--- src/hdl/srsp_pkg.sv ---
// ----------------------------------------------------------------------------
// srsp_pkg - shared types and constants for the sign record stream parser
// Parse phases, record and group codes, register indexes and the result
// record carried through the output stage.
// ----------------------------------------------------------------------------
package srsp_pkg;

  typedef enum logic [2:0] {
    PH_HEADER     = 3'd0,
    PH_CUR_SPEED  = 3'd1,
    PH_NEXT_BODY  = 3'd2,
    PH_COUNT      = 3'd3,
    PH_ENTRY_BODY = 3'd4
  } phase_t;

  // record_kind codes
  localparam logic [2:0] KIND_CUR_SPEED  = 3'd0;
  localparam logic [2:0] KIND_NEXT_SPEED = 3'd1;
  localparam logic [2:0] KIND_GROUP_HDR  = 3'd2;
  localparam logic [2:0] KIND_SIGN_ENTRY = 3'd3;
  localparam logic [2:0] KIND_END_ONLY   = 3'd4;

  // group_kind codes
  localparam logic [1:0] GRP_CAMERA  = 2'd0;
  localparam logic [1:0] GRP_TRAFFIC = 2'd1;
  localparam logic [1:0] GRP_OTHER   = 2'd2;

  // register indexes
  localparam int unsigned NUM_CODES = 5;
  localparam logic [2:0] REG_CUR_SPEED  = 3'd0;
  localparam logic [2:0] REG_NEXT_SPEED = 3'd1;
  localparam logic [2:0] REG_CAMERA     = 3'd2;
  localparam logic [2:0] REG_TRAFFIC    = 3'd3;
  localparam logic [2:0] REG_OTHER      = 3'd4;

  // six-byte body: id (3), code/speed, distance high, distance low
  localparam logic [2:0] ID_BYTES      = 3'd3;
  localparam logic [2:0] POS_CODE      = 3'd3;
  localparam logic [2:0] POS_DIST_HIGH = 3'd4;
  localparam logic [2:0] BODY_LAST_POS = 3'd5;

  typedef struct packed {
    logic [2:0]  record_kind;
    logic [1:0]  group_kind;
    logic [23:0] sign_id;
    logic [7:0]  value_byte;
    logic [15:0] distance;
    logic        message_end;
    logic        truncated;
  } result_t;

endpackage

--- src/hdl/sign_record_stream_parser.sv ---
// ----------------------------------------------------------------------------
// sign_record_stream_parser - byte-serial parser for header-tagged sign records
// Takes one message byte per transaction and emits one result per completed
// record, group header or group entry, and marks the message end on the last byte.
// ----------------------------------------------------------------------------
//
//  channel  | direction | handshake             | payload
//  ---------+-----------+-----------------------+-------------------------------
//  input    | in        | in_valid / in_stall   | data_byte, last_byte
//  result   | out       | out_valid / out_stall | record_kind, group_kind,
//           |           |                       | sign_id, value_byte, distance,
//           |           |                       | message_end, truncated
//  config   | in        | cfg_valid / cfg_ready | cfg_index, cfg_data
//
//  One byte is taken every cycle while in_stall is low; the parse state
//  updates in that cycle, and its result is registered in the output stage.
//  A skid register holds one result while out_stall is high; in_stall rises
//  only when both output register and skid register are occupied.
//  rst is synchronous: parse state returns to expecting a header byte and
//  the header codes return to 1..5. cfg_ready is always high.
//
module sign_record_stream_parser (
  input  logic        clk,
  input  logic        rst,
  // input channel
  input  logic        in_valid,
  output logic        in_stall,
  input  logic [7:0]  data_byte,
  input  logic        last_byte,
  // result channel
  output logic        out_valid,
  input  logic        out_stall,
  output logic [2:0]  record_kind,
  output logic [1:0]  group_kind,
  output logic [23:0] sign_id,
  output logic [7:0]  value_byte,
  output logic [15:0] distance,
  output logic        message_end,
  output logic        truncated,
  // configuration channel
  input  logic        cfg_valid,
  output logic        cfg_ready,
  input  logic [2:0]  cfg_index,
  input  logic [7:0]  cfg_data
);

  logic [7:0] cfg_code [srsp_pkg::NUM_CODES];

  srsp_pkg::phase_t phase, phase_next;
  logic [2:0]  byte_position, byte_position_next;
  logic [7:0]  entries_remaining, entries_remaining_next;
  logic [1:0]  current_group, current_group_next;
  logic [23:0] id_acc, id_acc_next;
  logic [7:0]  code_hold, code_hold_next;
  logic [7:0]  distance_high, distance_high_next;

  srsp_pkg::result_t res, out_reg, skid_reg;
  logic have;
  logic body_done;
  logic skid_full;
  logic in_fire, out_fire;

  assign cfg_ready = 1'b1;
  assign in_stall  = skid_full;
  assign in_fire   = in_valid && !in_stall;
  assign out_fire  = out_valid && !out_stall;

  // configuration registers
  always_ff @(posedge clk) begin
    if (rst) begin
      cfg_code[srsp_pkg::REG_CUR_SPEED]  <= 8'd1;
      cfg_code[srsp_pkg::REG_NEXT_SPEED] <= 8'd2;
      cfg_code[srsp_pkg::REG_CAMERA]     <= 8'd3;
      cfg_code[srsp_pkg::REG_TRAFFIC]    <= 8'd4;
      cfg_code[srsp_pkg::REG_OTHER]      <= 8'd5;
    end else if (cfg_valid && cfg_ready && cfg_index <= srsp_pkg::REG_OTHER) begin
      cfg_code[cfg_index] <= cfg_data;
    end
  end

  // per-byte parse step
  always_comb begin
    phase_next             = phase;
    byte_position_next     = byte_position;
    entries_remaining_next = entries_remaining;
    current_group_next     = current_group;
    id_acc_next            = id_acc;
    code_hold_next         = code_hold;
    distance_high_next     = distance_high;
    res                    = '0;
    have                   = 1'b0;
    body_done              = 1'b0;

    // shared six-byte body absorber
    if (phase == srsp_pkg::PH_NEXT_BODY || phase == srsp_pkg::PH_ENTRY_BODY) begin
      if (byte_position < srsp_pkg::ID_BYTES) begin
        id_acc_next = {id_acc[15:0], data_byte};
      end else if (byte_position == srsp_pkg::POS_CODE) begin
        code_hold_next = data_byte;
      end else if (byte_position == srsp_pkg::POS_DIST_HIGH) begin
        distance_high_next = data_byte;
      end
      body_done          = byte_position >= srsp_pkg::BODY_LAST_POS;
      byte_position_next = body_done ? 3'd0 : byte_position + 3'd1;
    end

    unique case (phase)
      srsp_pkg::PH_CUR_SPEED: begin
        res.record_kind = srsp_pkg::KIND_CUR_SPEED;
        res.value_byte  = data_byte;
        have            = 1'b1;
        phase_next      = srsp_pkg::PH_HEADER;
      end
      srsp_pkg::PH_NEXT_BODY: begin
        if (body_done) begin
          res.record_kind        = srsp_pkg::KIND_NEXT_SPEED;
          res.sign_id            = id_acc_next;
          res.value_byte         = code_hold_next;
          res.distance           = {distance_high, data_byte};
          have                   = 1'b1;
          phase_next             = srsp_pkg::PH_HEADER;
          byte_position_next     = 3'd0;
          entries_remaining_next = 8'd0;
          id_acc_next            = '0;
        end
      end
      srsp_pkg::PH_COUNT: begin
        res.record_kind        = srsp_pkg::KIND_GROUP_HDR;
        res.group_kind         = current_group;
        res.value_byte         = data_byte;
        have                   = 1'b1;
        entries_remaining_next = data_byte;
        byte_position_next     = 3'd0;
        id_acc_next            = '0;
        phase_next = (data_byte == 8'd0) ? srsp_pkg::PH_HEADER : srsp_pkg::PH_ENTRY_BODY;
      end
      srsp_pkg::PH_ENTRY_BODY: begin
        if (body_done) begin
          res.record_kind        = srsp_pkg::KIND_SIGN_ENTRY;
          res.group_kind         = current_group;
          res.sign_id            = id_acc_next;
          res.value_byte         = code_hold_next;
          res.distance           = {distance_high, data_byte};
          have                   = 1'b1;
          id_acc_next            = '0;
          entries_remaining_next = entries_remaining - 8'd1;
          if (entries_remaining_next == 8'd0) begin
            phase_next = srsp_pkg::PH_HEADER;
          end
        end
      end
      default: begin
        // header byte; first matching code wins, unknown bytes are skipped
        phase_next             = srsp_pkg::PH_HEADER;
        byte_position_next     = 3'd0;
        entries_remaining_next = 8'd0;
        id_acc_next            = '0;
        priority if (data_byte == cfg_code[srsp_pkg::REG_CUR_SPEED]) begin
          phase_next = srsp_pkg::PH_CUR_SPEED;
        end else if (data_byte == cfg_code[srsp_pkg::REG_NEXT_SPEED]) begin
          phase_next = srsp_pkg::PH_NEXT_BODY;
        end else if (data_byte == cfg_code[srsp_pkg::REG_CAMERA]) begin
          current_group_next = srsp_pkg::GRP_CAMERA;
          phase_next         = srsp_pkg::PH_COUNT;
        end else if (data_byte == cfg_code[srsp_pkg::REG_TRAFFIC]) begin
          current_group_next = srsp_pkg::GRP_TRAFFIC;
          phase_next         = srsp_pkg::PH_COUNT;
        end else if (data_byte == cfg_code[srsp_pkg::REG_OTHER]) begin
          current_group_next = srsp_pkg::GRP_OTHER;
          phase_next         = srsp_pkg::PH_COUNT;
        end else begin
          phase_next = srsp_pkg::PH_HEADER;
        end
      end
    endcase

    // last byte closes the message and always restarts the parse
    if (last_byte) begin
      if (!have) begin
        res             = '0;
        res.record_kind = srsp_pkg::KIND_END_ONLY;
        have            = 1'b1;
      end
      res.message_end        = 1'b1;
      res.truncated          = phase_next != srsp_pkg::PH_HEADER;
      phase_next             = srsp_pkg::PH_HEADER;
      byte_position_next     = 3'd0;
      entries_remaining_next = 8'd0;
      id_acc_next            = '0;
    end
  end

  // parse state
  always_ff @(posedge clk) begin
    if (rst) begin
      phase             <= srsp_pkg::PH_HEADER;
      byte_position     <= 3'd0;
      entries_remaining <= 8'd0;
      current_group     <= 2'd0;
      id_acc            <= '0;
      code_hold         <= 8'd0;
      distance_high     <= 8'd0;
    end else if (in_fire) begin
      phase             <= phase_next;
      byte_position     <= byte_position_next;
      entries_remaining <= entries_remaining_next;
      current_group     <= current_group_next;
      id_acc            <= id_acc_next;
      code_hold         <= code_hold_next;
      distance_high     <= distance_high_next;
    end
  end

  // output register with one-deep skid
  always_ff @(posedge clk) begin
    if (rst) begin
      out_valid <= 1'b0;
      skid_full <= 1'b0;
    end else if (skid_full) begin
      if (out_fire) begin
        skid_full <= 1'b0;
      end
    end else if (!out_valid || out_fire) begin
      out_valid <= in_fire && have;
    end else if (in_fire && have) begin
      skid_full <= 1'b1;
    end
  end

  always_ff @(posedge clk) begin
    if (skid_full) begin
      if (out_fire) begin
        out_reg <= skid_reg;
      end
    end else if (!out_valid || out_fire) begin
      out_reg <= res;
    end else begin
      skid_reg <= res;
    end
  end

  assign record_kind = out_reg.record_kind;
  assign group_kind  = out_reg.group_kind;
  assign sign_id     = out_reg.sign_id;
  assign value_byte  = out_reg.value_byte;
  assign distance    = out_reg.distance;
  assign message_end = out_reg.message_end;
  assign truncated   = out_reg.truncated;

`ifndef SYNTH
  a_skid_needs_out: assert property (@(posedge clk) disable iff (rst)
    skid_full |-> out_valid)
    else $error("skid register occupied while output register empty");

  a_header_clean: assert property (@(posedge clk) disable iff (rst)
    (phase == srsp_pkg::PH_HEADER) |-> (byte_position == 3'd0 && entries_remaining == 8'd0))
    else $error("header phase with stale body position or entry count");

  a_pos_range: assert property (@(posedge clk) disable iff (rst)
    byte_position <= srsp_pkg::BODY_LAST_POS)
    else $error("body byte position out of range");

  a_entry_count: assert property (@(posedge clk) disable iff (rst)
    (phase == srsp_pkg::PH_ENTRY_BODY) |-> (entries_remaining != 8'd0))
    else $error("entry body with no entries remaining");

  a_last_restarts: assert property (@(posedge clk) disable iff (rst)
    (in_fire && last_byte) |=> (phase == srsp_pkg::PH_HEADER))
    else $error("parse did not restart after last byte");

  a_trunc_end: assert property (@(posedge clk) disable iff (rst)
    (in_fire && have && !skid_full && (!out_valid || out_fire) && res.truncated)
      |=> (out_valid && message_end))
    else $error("truncated result without message end");
`endif

endmodule
--- config.mk ---
export PLATFORM = sky130hd
export DESIGN_NAME = sign_record_stream_parser
export DESIGN_NICKNAME = d
export VERILOG_FILES = /design/src/hdl/srsp_pkg.sv /design/src/hdl/sign_record_stream_parser.sv
export SDC_FILE = /design/constraint.sdc
export NUM_CORES = 1
export LEC_CHECK = 0
export ABC_CLOCK_PERIOD_IN_PS = 5550
export BUFFER_PORTS_ARGS = -buffer_cell sky130_fd_sc_hd__buf_4
export CORE_UTILIZATION = 35
export DETAILED_ROUTE_END_ITERATION = 10
export GPL_TIMING_DRIVEN = 1
export PLACE_DENSITY_LB_ADDON = 0.12
export SLEW_MARGIN = 20
export SYNTH_ARGS = -nofsm -noshare
export SYNTH_HDL_FRONTEND = slang
export SYNTH_SLANG_ARGS = --single-unit
--- constraint.sdc ---
create_clock -name clk -period 5.55 [get_ports clk]
set_clock_uncertainty 0.1 [all_clocks]
set_input_delay 1.665 -clock clk [delete_from_list [all_inputs] [get_ports clk]]
set_output_delay 1.665 -clock clk [all_outputs]
set_load 0.03 [all_outputs]
==> results of run 1 <==
-- cells by family after synthesis --
logic type	count (synthesis)	synth area share, %
mux	47	5.54
compound gates	89	6.80
other cells	1	0.0410
buf+inv	55	3.05
simple gates	300	17.1
fa+ha+maj	6	0.821
flops	208	61.9
xor+xnor	48	4.68
-- power by group through the flow --
stage                     sequential [mW]  clock (mW)  combinational [mW]
after global routing                 1.72        1.59               0.204
after CTS                            1.72        1.53               0.192
after floorplan                      1.79           0              0.0808
final                                1.72        1.49               0.189
after detailed placement             1.75           0               0.192
after global placement               1.75           0               0.188
-- layout make-up --
cell class                      count  area [µm²]  area share [%]
Clock inverter                      9        51.3           0.478
Clock buffer                       35         704            6.57
Multi-Input combinational cell    491        3220            30.0
Timing Repair Buffer               86         646            6.02
Sequential cell                   208        5670            52.8
Inverter                            8        30.0           0.280
Tap cell                          330         413            3.85
-- worst paths after layout --
check,slack [ns],startpoint,endpoint
worst max-delay path,2.16,rst,cfg_code[4][5]
worst min-delay path,0.39,distance_high[3],distance_high[3]
worst max register to register,2.22,phase[1],truncated
worst min register to register,0.39,distance_high[3],distance_high[3]
-- critical path, stage by stage --
cell	delay [ns]
buf_4	0.31
or3b_2	0.58
nor3b_1	0.60
or2_2	0.33
-- synth_stat cells (all sizes together), types with 2 or more instances --
library cell	count
o21ai	20
and4	24
clkbuf	26
nor2	70
o21a	2
nor2b	3
nor3	7
a32oi	3
buf	21
a21oi	9
or2	6
a211oi	2
or3b	3
mux2i	18
a21boi	2
edfxtp	150
nand4	3
nor4	9
dfxtp	58
and3	3
nand4b	2
a22oi	33
a31oi	3
nand2b	8
xor2	35
and2	53
or3	4
xnor2	13
o21bai	2
ha	6
inv	8
mux2	29
nand3b	4
nand2	96
a22o	8
nor3b	2
-- routing by layer --
metal,up-vias,wire length (µm),GRT usage [%],part of all wire [%]
met2,130,9130,24.5,48
met1,2731,8810,19.2,46
met5,-,0,0,0
met3,33,880,2.41,4.6
met4,0,306,3.70,1.6
li1,2830,-,-,-
-- per-stage QoR --
stage / total power [mW] / hold WS (ns)
after floorplan: 1.87 / 0.345
after global placement: 1.94 / 0.369
after detailed placement: 1.94 / 0.382
after CTS: 3.44 / 0.394
after global routing: 3.52 / 0.417
final: 3.40 / 0.389
==> report_table.html, run 1 <==
<table>
<tr><th>Metric</th><th>Value</th></tr>
<tr><th colspan="2">Power</th></tr>
<tr><td>Switching Fraction</td><td>22.2%</td></tr>
<tr><td>Pwr Density</td><td>317 mW/mm²</td></tr>
<tr><td>Maximum ir drop on the vdd rail</td><td>0.157 mV</td></tr>
<tr><td>Leakage power total</td><td>4.17 nW</td></tr>
<tr><td>Clock network fraction of design power</td><td>43.9%</td></tr>
<tr><td>Int Pwr</td><td>2.65 mW</td></tr>
<tr><td>Combinational Power Share</td><td>5.6%</td></tr>
<tr><td>Fraction of power consumed by sequential logic</td><td>50.5%</td></tr>
<tr><td>Net Sw Power</td><td>0.754 mW</td></tr>
<tr><th colspan="2">Outcome</th></tr>
<tr><td>Outcome</td><td>finished clean</td></tr>
<tr><th colspan="2">Clocking</th></tr>
<tr><td>Clock latency on the worst-skew pair</td><td>0.51 ns</td></tr>
<tr><td>Cell chosen for the clock root</td><td>clkbuf_16</td></tr>
<tr><td>Post_cts resized</td><td>0</td></tr>
<tr><td>Clock tree from TritonCTS</td><td>built</td></tr>
<tr><td>Hold bufs inserted after CTS</td><td>0</td></tr>
<tr><td>Postcts setup bufs</td><td>0</td></tr>
<tr><td>Clock transition time at the flip-flop clock pins of the worst setup and hold paths</td><td>0.06 ns</td></tr>
<tr><td>Longest Clk Path Bufs</td><td>3</td></tr>
<tr><td>Clock Sinks</td><td>208</td></tr>
<tr><td>TritonCTS buffer count</td><td>24</td></tr>
<tr><td>Number of H-tree levels</td><td>1</td></tr>
<tr><th colspan="2">Job</th></tr>
<tr><td>Max_cap viols</td><td>0</td></tr>
<tr><th colspan="2">Floorplanning</th></tr>
<tr><td>Core Area</td><td>0.0254 mm²</td></tr>
<tr><td>Placement row count</td><td>58</td></tr>
<tr><td>Chip Width</td><td>164 µm</td></tr>
<tr><td>Initial cell density of the core</td><td>36.0%</td></tr>
<tr><td>Die area</td><td>0.0268 mm²</td></tr>
<tr><td>I/O Pins</td><td>83</td></tr>
<tr><td>Floorplan die height</td><td>164 µm</td></tr>
<tr><th colspan="2">Drt</th></tr>
<tr><td>Routed length per instance</td><td>16.4 µm</td></tr>
<tr><td>Initial detailed-routing violation count</td><td>321</td></tr>
<tr><td>Wire length after detailed routing</td><td>19.1 mm</td></tr>
<tr><td>Via count</td><td>5724</td></tr>
<tr><td>Pre-Repair DR Iteration Count</td><td>4</td></tr>
<tr><td>Remaining number of nets flagged by the antenna check after routing</td><td>0</td></tr>
<tr><td>Remaining design rule violation count</td><td>0</td></tr>
<tr><td>Vias per std cell</td><td>4.90</td></tr>
<tr><th colspan="2">Cells and area</th></tr>
<tr><td>Area added between synthesis and finish</td><td>17.3%</td></tr>
<tr><td>Top library cells by usage in the layout, fill and taps aside</td><td>150 x edfxtp_1, 95 x nand2_1, 86 x buf_4, 68 x nor2_1, 58 x dfxtp_1</td></tr>
<tr><td>Final cell utilization of the core</td><td>42.2%</td></tr>
<tr><td>N_diodes</td><td>0</td></tr>
<tr><td>Most common cell after layout, fill and taps aside</td><td>edfxtp_1</td></tr>
<tr><td>Count of filler cells inserted in the layout</td><td>2397</td></tr>
<tr><td>Share of post-route cells with drive strength above 1</td><td>20.5%</td></tr>
<tr><td>Non-filler cells, final</td><td>1167</td></tr>
<tr><td>Nets</td><td>850</td></tr>
<tr><td>Post-route cell area</td><td>0.0107 mm²</td></tr>
<tr><td>Flip-flop count of the largest register, all copies and words added</td><td>55</td></tr>
<tr><th colspan="2">GRT</th></tr>
<tr><td>Initial antenna violation count</td><td>0</td></tr>
<tr><td>Grt ovf</td><td>0</td></tr>
<tr><td>Total Routing Usage GR</td><td>14.5%</td></tr>
<tr><td>Global-route wire length before repair</td><td>30.4 mm</td></tr>
<tr><td>Maximum number of pins on one net before global-route repair</td><td>67</td></tr>
<tr><td>Vias in the first global route</td><td>5613</td></tr>
<tr><th colspan="2">Timing</th></tr>
<tr><td>Setup repair after global routing missed its margin</td><td>false</td></tr>
<tr><td>Number of hold-slack violations in the final timing report</td><td>0</td></tr>
<tr><td>Tightest Pin Transition</td><td>0.947 ns</td></tr>
<tr><td>Achievable frequency</td><td>0.295 GHz</td></tr>
<tr><td>Time the final worst path needs with I/O delays and setup</td><td>3.39 ns</td></tr>
<tr><td>Worst Slack Setup Final</td><td>2.16 ns</td></tr>
<tr><td>Aggregate negative setup slack</td><td>0 ns</td></tr>
<tr><td>Share of the clock period used by the worst path after layout</td><td>61.0%</td></tr>
<tr><td>Count of final setup violators</td><td>0</td></tr>
<tr><td>Max Slew Vio Count</td><td>0</td></tr>
<tr><td>Normalized max-slew margin</td><td>36.8%</td></tr>
<tr><th colspan="2">Worst setup path</th></tr>
<tr><td>Type of the setup path with the least slack</td><td>in2reg</td></tr>
<tr><td>Crit path launch type</td><td>primary input</td></tr>
<tr><td>Cells on worst reg2reg path</td><td>8</td></tr>
<tr><td>Data arrival time of the worst path</td><td>3.49 ns</td></tr>
<tr><td>Worst EP required</td><td>5.65 ns</td></tr>
<tr><td>Endpoint kind of the worst setup timing path</td><td>register</td></tr>
<tr><td>Highest fanout seen on the critical path</td><td>66</td></tr>
<tr><th colspan="2">Placed design</th></tr>
<tr><td>Minimum setup slack after placement</td><td>1.64 ns</td></tr>
<tr><td>Port bufs</td><td>81</td></tr>
<tr><td>Cell area reported after detailed placement</td><td>0.00997 mm²</td></tr>
<tr><td>Placed cell count</td><td>1123</td></tr>
<tr><td>HPWL reported at the end of detailed placement</td><td>12.5 mm</td></tr>
<tr><td>Final RePlAce weighted congestion</td><td>0.789</td></tr>
<tr><th colspan="2">Synth</th></tr>
<tr><td>Biggest area contributors in the synthesized netlist</td><td>edfxtp_1 49%, dfxtp_1 13%, nand2_1 3.9%</td></tr>
<tr><td>Post-Synthesis Cell Area</td><td>0.00915 mm²</td></tr>
<tr><td>Main synth FF type</td><td>edfxtp_1</td></tr>
<tr><td>Synthesized instance count</td><td>754</td></tr>
<tr><td>Fraction of the yosys area taken by sequential cells</td><td>61.9%</td></tr>
<tr><td>Total of warnings raised by yosys</td><td>0</td></tr>
<tr><td>Yosys top cell by area</td><td>edfxtp_1</td></tr>
<tr><td>Post-synthesis net count</td><td>785</td></tr>
<tr><td>Synth Register Bits</td><td>208</td></tr>
<tr><td>Number of enable-type register cells in the synthesized netlist</td><td>150</td></tr>
<tr><td>Post-synthesis cell type count</td><td>59</td></tr>
<tr><td>Average cell area after synthesis</td><td>12.1 µm²</td></tr>
<tr><td>Portion of synthesized cell area occupied by the leading cell type</td><td>49.2%</td></tr>
<tr><td>Async set-or-reset flop fraction in the synthesized netlist</td><td>0%</td></tr>
<tr><th colspan="2">Worst hold path</th></tr>
<tr><td>Hold Path Stages</td><td>2</td></tr>
<tr><td>Type of the most critical hold path</td><td>reg2reg</td></tr>
</table>
Note: power is estimated with default switching activity, not from simulation.
==> inputs of run 2 (changes only) <==
--- a/config.mk
+++ b/config.mk
@@ -5,7 +5,7 @@
 export SDC_FILE = /design/constraint.sdc
 export NUM_CORES = 1
 export LEC_CHECK = 0
-export ABC_CLOCK_PERIOD_IN_PS = 5550
+export ABC_CLOCK_PERIOD_IN_PS = 3400
 export BUFFER_PORTS_ARGS = -buffer_cell sky130_fd_sc_hd__buf_4
 export CORE_UTILIZATION = 35
 export DETAILED_ROUTE_END_ITERATION = 10
==> constraint.sdc (replaced) <==
create_clock -name clk -period 3.4 [get_ports clk]
set_clock_uncertainty 0.1 [all_clocks]
set_input_delay 1.02 -clock clk [delete_from_list [all_inputs] [get_ports clk]]
set_output_delay 1.02 -clock clk [all_outputs]
set_load 0.03 [all_outputs]
==> run 2 against run 1 <==
Net effect: register-to-register slack worse by 1.4 ns; sequential cell count stayed put; via count is 1.8% higher; sequential share of layout area is 0.43 points lower; largest cell class unchanged; critical path type is now reg2reg; hold slack worse by 0.00082 ns; critical path depth is 5 higher; clock power is 64% higher; non-clock buffer count is 11 higher.
==> report_table.html, run 2 (synthesis gave the netlist of run 1 again) <==
<table>
<tr><th>Metric</th><th>Value</th></tr>
<tr><th colspan="2">Cells and area</th></tr>
<tr><td>Area added between synthesis and finish</td><td>18.2%</td></tr>
<tr><td>Nets</td><td>861 (+1.3%)</td></tr>
<tr><td>Count of filler cells inserted in the layout</td><td>2440 (+1.8%)</td></tr>
<tr><td>N_diodes</td><td>0 (unchanged)</td></tr>
<tr><td>Top library cells by usage in the layout, fill and taps aside</td><td>150 x edfxtp_1, 96 x buf_4, 95 x nand2_1, 68 x nor2_1, 58 x dfxtp_1</td></tr>
<tr><td>Flip-flop count of the largest register, all copies and words added</td><td>55 (unchanged)</td></tr>
<tr><td>Total area of multi-input combinational cells</td><td>0.00322 mm² (unchanged)</td></tr>
<tr><td>Most common cell after layout, fill and taps aside</td><td>edfxtp_1</td></tr>
<tr><td>Share of post-route cells with drive strength above 1</td><td>20.9% (+0.32 points)</td></tr>
<tr><td>Total area of sequential cells</td><td>0.00567 mm² (unchanged)</td></tr>
<tr><th colspan="2">Worst hold path</th></tr>
<tr><td>Hold Path Stages</td><td>2 (unchanged)</td></tr>
<tr><td>Type of the most critical hold path</td><td>reg2reg</td></tr>
<tr><th colspan="2">Placed design</th></tr>
<tr><td>HPWL reported at the end of detailed placement</td><td>13.1 mm (+4.7%)</td></tr>
<tr><td>Port bufs</td><td>81 (unchanged)</td></tr>
<tr><td>Final RePlAce weighted congestion</td><td>0.744 (-5.7%)</td></tr>
<tr><th colspan="2">Clocking</th></tr>
<tr><td>Postcts setup bufs</td><td>0 (unchanged)</td></tr>
<tr><td>Clock Sinks</td><td>208 (unchanged)</td></tr>
<tr><td>Clock latency on the worst-skew pair</td><td>0.52 ns (about the same)</td></tr>
<tr><td>Longest Clk Path Bufs</td><td>3 (unchanged)</td></tr>
<tr><td>Hold bufs inserted after CTS</td><td>0 (unchanged)</td></tr>
<tr><td>Cell chosen for the clock root</td><td>clkbuf_16</td></tr>
<tr><td>Clock transition time at the flip-flop clock pins of the worst setup and hold paths</td><td>0.06 ns (about the same)</td></tr>
<tr><td>TritonCTS buffer count</td><td>24 (unchanged)</td></tr>
<tr><td>Post_cts resized</td><td>0 (unchanged)</td></tr>
<tr><td>Clock tree from TritonCTS</td><td>built</td></tr>
<tr><td>Number of H-tree levels</td><td>1 (unchanged)</td></tr>
<tr><th colspan="2">GRT</th></tr>
<tr><td>Global-route wire length before repair</td><td>32.0 mm (+5.3%)</td></tr>
<tr><td>Maximum number of pins on one net before global-route repair</td><td>65 (-3.0%)</td></tr>
<tr><td>Global-route met3 utilization</td><td>2.34% (-0.076 points)</td></tr>
<tr><td>Vias in the first global route</td><td>5756 (+2.5%)</td></tr>
<tr><td>Total Routing Usage GR</td><td>15.4% (+0.94 points)</td></tr>
<tr><td>Initial antenna violation count</td><td>0 (unchanged)</td></tr>
<tr><td>GRT Max-Usage Layer</td><td>met2</td></tr>
<tr><td>Grt ovf</td><td>0 (unchanged)</td></tr>
<tr><td>Global Route met1 Usage</td><td>20.0% (+0.86 points)</td></tr>
<tr><td>Met2 track demand over resource in global routing</td><td>26.3% (+1.8 points)</td></tr>
<tr><th colspan="2">Timing</th></tr>
<tr><td>Normalized max-slew margin</td><td>49.5% (+13 points)</td></tr>
<tr><td>Tightest Pin Transition</td><td>0.758 ns (-0.189 ns)</td></tr>
<tr><td>Number of hold-slack violations in the final timing report</td><td>0 (unchanged)</td></tr>
<tr><td>Aggregate negative setup slack</td><td>0 ns (unchanged)</td></tr>
<tr><td>Time the final worst path needs with I/O delays and setup</td><td>2.59 ns</td></tr>
<tr><td>Setup repair after global routing missed its margin</td><td>false</td></tr>
<tr><td>Share of the clock period used by the worst path after layout</td><td>76.1%</td></tr>
<tr><td>Count of final setup violators</td><td>0 (unchanged)</td></tr>
<tr><td>Achievable frequency</td><td>0.387 GHz</td></tr>
<tr><td>Max Slew Vio Count</td><td>0 (unchanged)</td></tr>
<tr><th colspan="2">Drt</th></tr>
<tr><td>Pre-Repair DR Iteration Count</td><td>5 (+1)</td></tr>
<tr><td>Vias per std cell</td><td>4.95 (+0.88%)</td></tr>
<tr><td>Remaining number of nets flagged by the antenna check after routing</td><td>0 (unchanged)</td></tr>
<tr><td>Via count</td><td>5829 (+1.8%)</td></tr>
<tr><td>Wire length after detailed routing</td><td>19.8 mm (+3.4%)</td></tr>
<tr><td>Routed length per instance</td><td>16.8 µm (+2.5%)</td></tr>
<tr><td>Initial detailed-routing violation count</td><td>287 (-11%)</td></tr>
<tr><td>Remaining design rule violation count</td><td>0 (unchanged)</td></tr>
<tr><th colspan="2">Outcome</th></tr>
<tr><td>Outcome</td><td>finished clean</td></tr>
<tr><th colspan="2">Worst setup path</th></tr>
<tr><td>Cells on worst reg2reg path</td><td>9 (+1)</td></tr>
<tr><td>Crit-path slowest cell</td><td>dfxtp_1</td></tr>
<tr><td>Worst EP required</td><td>3.54 ns (-2.11 ns)</td></tr>
<tr><td>Highest fanout seen on the critical path</td><td>29 (-56%)</td></tr>
<tr><td>CP max stage delay</td><td>0.50 ns (-0.10 ns)</td></tr>
<tr><td>Data arrival time of the worst path</td><td>2.73 ns (-0.76 ns)</td></tr>
<tr><td>Cell chain of the critical path</td><td>xnor2_2, nor2_2, buf_4, nand2_1, inv_1, and4b_1, o21ai_1, a211oi_1, a31oi_1</td></tr>
<tr><td>Endpoint kind of the worst setup timing path</td><td>register</td></tr>
<tr><td>Crit path launch type</td><td>register</td></tr>
<tr><td>Type of the setup path with the least slack</td><td>reg2reg</td></tr>
<tr><th colspan="2">Power</th></tr>
<tr><td>Total power</td><td>5.56 mW (+64%)</td></tr>
<tr><td>Leakage power total</td><td>4.22 nW (+1.2%)</td></tr>
<tr><td>Pwr Density</td><td>515 mW/mm² (+62%)</td></tr>
<tr><td>Maximum ir drop on the vdd rail</td><td>0.269 mV (+72%)</td></tr>
<tr><th colspan="2">Job</th></tr>
<tr><td>Max_cap viols</td><td>0 (unchanged)</td></tr>
<tr><th colspan="2">Floorplanning</th></tr>
<tr><td>Core Area</td><td>0.0254 mm² (unchanged)</td></tr>
<tr><td>I/O Pins</td><td>83 (unchanged)</td></tr>
<tr><td>Initial cell density of the core</td><td>36.0% (unchanged)</td></tr>
<tr><td>Chip Width</td><td>164 µm (unchanged)</td></tr>
<tr><td>Floorplan die height</td><td>164 µm (unchanged)</td></tr>
<tr><td>Placement row count</td><td>58 (unchanged)</td></tr>
<tr><td>Die area</td><td>0.0268 mm² (unchanged)</td></tr>
</table>
-- run 2: area by class of cell --
class / instances / area share [%]
multi-input combinational: 491 / 29.7
clock inverter: 14 / 1.17
timing repair buffer: 97 / 6.85
clock buffer: 30 / 5.76
inverter: 8 / 0.278
sequential: 208 / 52.4
tap: 330 / 3.82
-- run 2: final timing paths --
path	start	to	slack, ns
setup / recovery	phase[1]	truncated	0.81
hold / removal	current_group[0]	current_group[0]	0.39
setup reg to reg	phase[1]	truncated	0.81
hold reg to reg	current_group[0]	current_group[0]	0.39
-- run 2: per-layer routing --
| metal | part of all wire, % | up-vias |
|---|---|---|
| met5 | 0 | - |
| met4 | 2.6 | 0 |
| met3 | 3.9 | 40 |
| met1 | 45 | 2821 |
| met2 | 48 | 114 |
| li1 | - | 2854 |
-- run 2: worst max-delay path: cells and delay by family, from the launching register on --
kind | cells | cell delay [ns]
AND/OR/NAND/NOR | 3 | 0.53
buffers and inverters | 2 | 0.52
XOR/XNOR | 1 | 0.13
AO/OA/AOI/OAI | 3 | 0.53
flip-flops | 1 | 0.50
-- run 2: stage by stage --
| stage | hold WS (ns) | util [%] | instance area (µm²) | worst slack (ns) | cells |
|---|---|---|---|---|---|
| 6_report | 0.388 | 42.6 | 10800 | 0.813 | 1178 |
| 5_1_grt | 0.417 | 42.6 | 10800 | 0.592 | 1178 |
| 4_1_cts | 0.394 | 42.6 | 10800 | 0.804 | 1178 |
| 3_5_place_dp | 0.379 | 39.6 | 10100 | 0.700 | 1134 |
| 3_3_place_gp | 0.375 | 39.6 | 10100 | 0.696 | 1134 |
| 2_1_floorplan | 0.345 | - | 9150 | 0.00452 | 754 |
-- run 2: where the power goes --
group	leakage, nW	total (mW)	switching (mW)	internal (mW)
registers	2.04	2.81	0.0267	2.78
clock network	0.365	2.44	0.990	1.45
logic	1.82	0.317	0.210	0.107
